--- src/complex_one_pole_lowpass_rgba_unit_assert.svh ---
// Assertion macros for the complex one-pole low-pass RGBA unit.
// Used by the top level; expects a clock named clk and reset named rst.
`ifndef COMPLEX_ONE_POLE_LOWPASS_RGBA_UNIT_ASSERT_SVH
`define COMPLEX_ONE_POLE_LOWPASS_RGBA_UNIT_ASSERT_SVH

// Same-cycle implication, checked outside reset
`define CPLP_ASSERT_NOW(label, ante, cons, msg) \
  label: assert property (@(posedge clk) disable iff (rst) (ante) |-> (cons)) \
    else $error(msg);

// Next-cycle implication, checked outside reset
`define CPLP_ASSERT_NEXT(label, ante, cons, msg) \
  label: assert property (@(posedge clk) disable iff (rst) (ante) |=> (cons)) \
    else $error(msg);

`endif

--- src/cplp_pkg.sv ---
// Shared types and constants for the complex one-pole low-pass RGBA unit.
// No dependencies; imported by every module of the block.
package cplp_pkg;

  // Field and state widths
  localparam int SAMPLE_W   = 16;
  localparam int COEF_W     = 18;
  localparam int BIAS_W     = 19;
  localparam int SEL_W      = 3;
  localparam int STATE_W    = 48;
  localparam int NUM_SLOTS  = 4;
  localparam int COEF_FRAC  = 16;
  localparam int MUL_SPLIT  = 24;

  // Parameter defaults
  localparam int CHANNELS_DEF  = 4;
  localparam int FRAC_BITS_DEF = 16;

  // Configuration port
  localparam int APB_DW    = 32;
  localparam int REG_IDX_W = 2;
  localparam int ADDR_W    = REG_IDX_W + 2;

  localparam logic [REG_IDX_W-1:0] REG_COEF_REAL    = 2'd0;
  localparam logic [REG_IDX_W-1:0] REG_COEF_IMAG    = 2'd1;
  localparam logic [REG_IDX_W-1:0] REG_BIAS         = 2'd2;
  localparam logic [REG_IDX_W-1:0] REG_ALPHA_SELECT = 2'd3;

  // Register reset values
  localparam logic signed [COEF_W-1:0] COEF_REAL_RST = 18'sd32768;
  localparam logic signed [COEF_W-1:0] COEF_IMAG_RST = 18'sd0;
  localparam logic signed [BIAS_W-1:0] BIAS_RST      = 19'sd2;
  localparam logic [SEL_W-1:0]         SEL_RST       = 3'd0;

  // alpha_select bits
  localparam int SEL_REAL = 0;
  localparam int SEL_IMAG = 1;
  localparam int SEL_BIAS = 2;

  // Alpha as bias: 4*alpha - ALPHA_BIAS_OFS quarter units (alpha - 32767.25)
  localparam logic [BIAS_W:0] ALPHA_BIAS_OFS = 20'd131069;

  typedef struct packed {
    logic [SAMPLE_W-1:0] red;
    logic [SAMPLE_W-1:0] green;
    logic [SAMPLE_W-1:0] blue;
    logic [SAMPLE_W-1:0] alpha;
    logic                line_start;
  } pix_in_t;

  typedef struct packed {
    logic [SAMPLE_W-1:0] out_red;
    logic [SAMPLE_W-1:0] out_green;
    logic [SAMPLE_W-1:0] out_blue;
    logic [SAMPLE_W-1:0] out_alpha;
  } pix_out_t;

  // Per-lane control from the top level
  typedef struct packed {
    logic load;
    logic first;
  } lane_ctl_t;

endpackage

--- src/cplp_merge.sv ---
// Merge stage: adds bias to each lane's real part, clamps, and holds the result.
// Depends on cplp_pkg.
module cplp_merge import cplp_pkg::*; #(
  parameter int CHANNELS  = CHANNELS_DEF,
  parameter int FRAC_BITS = FRAC_BITS_DEF
) (
  input  logic                                 clk,
  input  logic                                 rst,
  input  logic                                 load,
  input  logic signed [BIAS_W+FRAC_BITS-3:0]   bs,
  input  logic [CHANNELS-1:0][STATE_W-1:0]     real_in,
  input  logic                                 out_stall,
  output logic                                 out_valid,
  output pix_out_t                             out_data
);

  localparam int YW = STATE_W + 1;

  logic [NUM_SLOTS-1:0][SAMPLE_W-1:0] res;
  pix_out_t                           res_pix;

  // Clamp each used channel; unused slots read zero
  for (genvar c = 0; c < NUM_SLOTS; c++) begin : g_slot
    if (c < CHANNELS) begin : g_used
      logic signed [YW-1:0] y;
      always_comb begin
        y = YW'($signed(real_in[c])) + YW'(bs);
        if (y[YW-1]) begin
          res[c] = '0;
        end else if (|y[YW-2:FRAC_BITS+SAMPLE_W]) begin
          res[c] = '1;
        end else begin
          res[c] = y[FRAC_BITS+SAMPLE_W-1:FRAC_BITS];
        end
      end
    end else begin : g_unused
      assign res[c] = '0;
    end
  end

  assign res_pix = '{out_red: res[0], out_green: res[1], out_blue: res[2],
                     out_alpha: res[3]};

  // Output register: fill on load, drop once taken
  always_ff @(posedge clk) begin
    if (rst) begin
      out_valid <= 1'b0;
    end else if (load) begin
      out_valid <= 1'b1;
    end else if (!out_stall) begin
      out_valid <= 1'b0;
    end
  end

  always_ff @(posedge clk) begin
    if (load) begin
      out_data <= res_pix;
    end
  end

endmodule

--- config.mk ---
export PLATFORM = sky130hd
export DESIGN_NAME = cplp_merge
export DESIGN_NICKNAME = d
export VERILOG_FILES = /design/src/complex_one_pole_lowpass_rgba_unit_assert.svh /design/src/cplp_pkg.sv /design/src/cplp_merge.sv
export SDC_FILE = /design/constraint.sdc
export NUM_CORES = 1
export LEC_CHECK = 0
export BUFFER_PORTS_ARGS = -buffer_cell sky130_fd_sc_hd__clkbuf_2
export CAP_MARGIN = 5
export CORE_UTILIZATION = 35
export CTS_BUF_LIST = sky130_fd_sc_hd__clkbuf_4 sky130_fd_sc_hd__clkbuf_8 sky130_fd_sc_hd__clkbuf_16
export DETAILED_ROUTE_END_ITERATION = 6
export GPL_ROUTABILITY_DRIVEN = 0
export PLACE_DENSITY = 0.68
export SLEW_MARGIN = 25
export SYNTH_ARGS = -nofsm -noshare
export SYNTH_HDL_FRONTEND = slang
export SYNTH_SLANG_ARGS = --single-unit
--- constraint.sdc ---
create_clock -name clk -period 5.45 [get_ports clk]
set_clock_uncertainty 0.15 [all_clocks]
set_input_delay 0.8175 -clock clk [delete_from_list [all_inputs] [get_ports clk]]
set_output_delay 0.8175 -clock clk [all_outputs]
set_load 0.01 [all_outputs]
Word level (Yosys, flattened, before mapping):

Cells that the tools add are included.

* register bits after elaboration: 65
* input port bits: 229
* output and inout bits: 65
* word-level logic and storage cells: 20

* $add $sub $neg: 4
* equality and inequality tests: 1
* muxes and demuxes: 6
* reduce and logical (&&, ||, !) cells: 4

Operators with widths (count)
* $add A48 B33 Y49: 4
* $mux W16: 4
* $reduce_or A16 Y1: 4
* $mux W1: 2
* $ne A2 B2 Y1 const B: 1

Depth between registers and ports, before layout:

* depth after elaboration: 3
* depth in mapped cells: 15

Least setup slack after synthesis:

Ideal clock, no wire load.

* kind: input -> register
* from: in bs[30]
* to: reg out_data[16] (netlist bit), data pin
* data arrival time: 3.822 ns
* data required time: 5.021 ns
* setup slack: 1.199 ns
* cell stages on the path: 13
* path buffers: 1
* cells stage by stage: ha_1 > nand2_1 > nor3_1 > nand4_1 > a31oi_1 > o21ai_2 > mux2i_1 > or4_4 > a2111oi_4 > nand4_1 > a2111oi_4 > buf_6 > a21oi_2

* cells in the longest elaborated chain, start to end: 3

Ends and longest elaborated chain
* start, declared: RTL line cplp_merge.sv:10 `input logic signed [BIAS_W+FRAC_BITS-3:0] bs,`
* $add A48 B33 Y49 *: RTL line cplp_merge.sv:27 `y = YW'($signed(real_in[c])) + YW'(bs);`
* $reduce_or A16 Y1: RTL line cplp_merge.sv:30 `end else if (|y[YW-2:FRAC_BITS+SAMPLE_W]) begin`
* $mux W16: RTL line cplp_merge.sv:30
* end signal, assigned: RTL line cplp_merge.sv:57 `out_data <= res_pix;`
* end, declared: RTL line cplp_merge.sv:14 `output pix_out_t out_data`

Every way passes the cells marked *; elsewhere a longest branch is shown, timed or not.
A chain may end at the register's enable or synchronous reset.

Worst setup path after layout:

* from: in bs[2]
* to: reg out_data[42] (netlist bit), data pin

The elaborated chain is that of the path after synthesis.

==> impl_metrics.yaml <==
hold_path:
  min_path_type: "register to register"
  hold_depth: 2
  hold_end: "out_valid$_SDFFE_PP0P_"
  hold_start: "out_valid$_SDFFE_PP0P_"
grt:
  track_usage_pct: 24.0
  overflow: 0
  antenna_found_initial: 7
  grt_first_pass_wirelength_um: 68300
  grt_pass1_vias: 12900
  grt_max_degree: 66
floorplanning:
  coreArea_um2: 34800
  initial_core_util_pct: 35.8
  die_x_um: 191
  die_area_um2: 36300
  io_pins: 294
  row_count: 68
  die_height_um: 191
clock_tree:
  tritoncts: "done"
  clk_latency_ns: 0.34
  htreeDepth: 3
  cts_made_buffers: 9
  ctsResizeCount: 0
  cts_hold_buf: 0
  numClockSinks: 65
  root_buffer: "clkbuf_16"
  cts.reportedPaths.clkPinSlew_ns: 0.05
  post_cts_buffers: 0
  cts_max_path_buffers: 2
synth:
  synth_seq_cells: 65
  ys.flop_type: "edfxtp_1"
  synth.distinct_cells: 84
  syn_nets: 2052
  yosysTopAreaCellShare_pct: 18.9
  syn_area_per_cell_um2: 7.61
  synth_warnings: 0
  synthesis.area_um2: 12400
  netlist_top_cells_area: "ha_1 19%, edfxtp_1 15%, a21oi_1 9.7%"
  seq_area_frac_synth_pct: 15.6
  ys_async_sr_fraction_pct: 0
  netlist.top_cell.by_area: "ha_1"
  synth-edff-count: 64
  netlist_instances: 1635
placed_design:
  place.port_buffers: 293
  dp_hpwl_um: 37600
sta:
  tns_ns: 0
  max_freq_mhz: 214
  grt_setup_unrepaired: "no"
  slew_headroom_pct: 39.9
  drv_slew: 0
  period_needed_ns: 4.68
  hold_violations: 0
  setup_violations: 0
  holdWs_ns: 0.357
  tightestPinTransition_ns: 0.902
  min_period_over_period_pct: 85.9
worst_setup_path:
  timing.critical_path.buf_inv: 1
  crit_chain: "clkbuf_2, ha_1, a21oi_1, a21oi_1, o211ai_1, nand2_1, a211oi_1, nor4_1, nor4_1, xor2_1, nand4_1, nor4_1, a21oi_1"
  worst_ep_arrival_time_ns: 4.59
  slowest_stage: "nand4_1"
  endpoint_kind: "register"
  required_ns: 5.36
  critPathKind: "input port to register"
  cp_max_fo: 16
  slowest_delay_ns: 0.53
  r2r_slack_ns: 4.71
  start_kind: "input port"
  crit_family: "simple AND/OR/NAND/NOR gates"
  rr_worst_depth: 2
  r2r_start: "out_valid$_SDFFE_PP0P_"
  reg2reg_to: "out_valid$_SDFFE_PP0P_"
cells_and_area:
  synthToLayoutAreaGrowth_pct: 17.1
  regArea_um2: 1940
  fill_cells: 3516
  final_common_cell: "clkbuf_2"
  layout.nets: 2303
  multiInputGateArea_um2: 10100
  drive_gt1_share_pct: 19.0
  final_cell_mix: "293 x clkbuf_2, 242 x a21oi_1, 188 x ha_1"
routing:
  routed_wl_um: 44900
  avgRoutedWirePerCell_um: 19.1
  drcViolationCount: 0
  dr.pass1.iters: 5
  drtAntennaViolNets: 0
  num_vias: 13900
  via_per_inst: 5.93
  drtIter0Drc: 1135
run_status:
  status: "finished clean"
power:
  p_leak_nw: 6.35
  power.density_nw_per_um2: 186
  peakVddDrop_mv: 0.147
job:
  cap_violations: 0
-- kinds of logic (layout without fill, tap and decap cells) --
family	after synthesis	in the layout	share of synthesized area [%]
AO/OA/AOI/OAI	652	652	33.2
AND/OR/NAND/NOR	511	511	20.7
adder cells (fa/ha/maj)	188	188	18.9
buffers and inverters	107	360	3.50
XOR/XNOR	95	95	6.69
flip-flops	65	65	15.6
multiplexers	17	17	1.45
other	0	6	0
-- synthesized netlist by cell type (8+ instances only) --
cell	number
nor3_1	35
a21oi_1	242
buf_2	9
o31ai_1	8
o21a_1	16
nor2b_1	17
mux2i_1	12
nand4_1	59
a21o_1	64
clkbuf_1	51
o211ai_1	26
a211oi_1	24
o21bai_1	23
ha_1	188
xor2_1	44
edfxtp_1	64
xnor2_1	51
a21oi_2	10
nor4_1	33
nand3_1	40
and3_1	24
o21ai_1	11
nand2_1	144
nor2_1	98
o21ai_0	111
nand2b_1	11
inv_1	43
a31oi_1	38
-- worst reg2reg max path, delay by kind of cell, from the launching register on --
kind               cells  cell delay (ns)
AOI/OAI and AO/OA      1             0.11
DFF                    1             0.30
and+or+nand+nor        1             0.06
-- cell type report --
cell class	instances	share of cell area, %
multi-input cells	1463	69.2
flip-flops and latches	65	13.3
repair buffers	304	10.7
well taps	455	3.91
clock buffers	10	1.60
inverters	43	1.11
diodes	6	0.103
clock inverters	3	0.0773
-- routing by layer --
layer / wire, um / vias to the layer above / global-route usage, %
li1: - / 6860 / -
met4: 1890 / 2 / 12.2
met2: 19600 / 542 / 36.8
met5: 17 / - / 0
met1: 20600 / 6451 / 32.3
met3: 2820 / 80 / 3.86
-- report_power, final --
group	leakage [nW]	internal [W]	total [W]	switching, W
Clock	0.120	0.000299	0.000502	0.000203
Sequential	0.640	0.000631	0.000650	0.0000195
Combinational	5.59	0.000603	0.00155	0.000951
Total	6.35	0.00153	0.00271	0.00117
-- sequential cells by signal, indices dropped and copies added (netlist names) --
register / cells
out_data: 64
out_valid: 1
-- how the worst max path moves through the flow --
stage / cells past startpoint / slack [ns] / startpoint / end
after detailed placement: 14 / 0.48 / bs[31] / out_data[25]$_SDFFCE_PP0P_
after CTS: 14 / 0.84 / bs[31] / out_data[25]$_SDFFCE_PP0P_
after global placement: 14 / 0.54 / bs[31] / out_data[23]$_SDFFCE_PP0P_
after floorplan: 13 / 1.20 / bs[30] / out_data[16]$_SDFFCE_PP0P_
after global routing: 13 / 0.46 / bs[9] / out_data[43]$_SDFFCE_PP0P_
final: 13 / 0.77 / bs[2] / out_data[42]$_SDFFCE_PP0P_
-- through the flow --
| step | std cells | util, % | total power [W] | setup slack (ns) | instance area [um2] |
|---|---|---|---|---|---|
| global placement | 2330 | 41.1 | 0.00217 | 0.540 | 14300 |
| finish | 2349 | 41.9 | 0.00271 | 0.768 | 14600 |
| floorplan | 1635 | - | 0.00171 | 1.20 | 12400 |
| global route | 2349 | 41.9 | 0.00290 | 0.464 | 14600 |
| detailed placement | 2330 | 41.1 | 0.00219 | 0.477 | 14300 |
| CTS | 2343 | 41.8 | 0.00270 | 0.844 | 14600 |
Power figures use the tool's default switching activity.
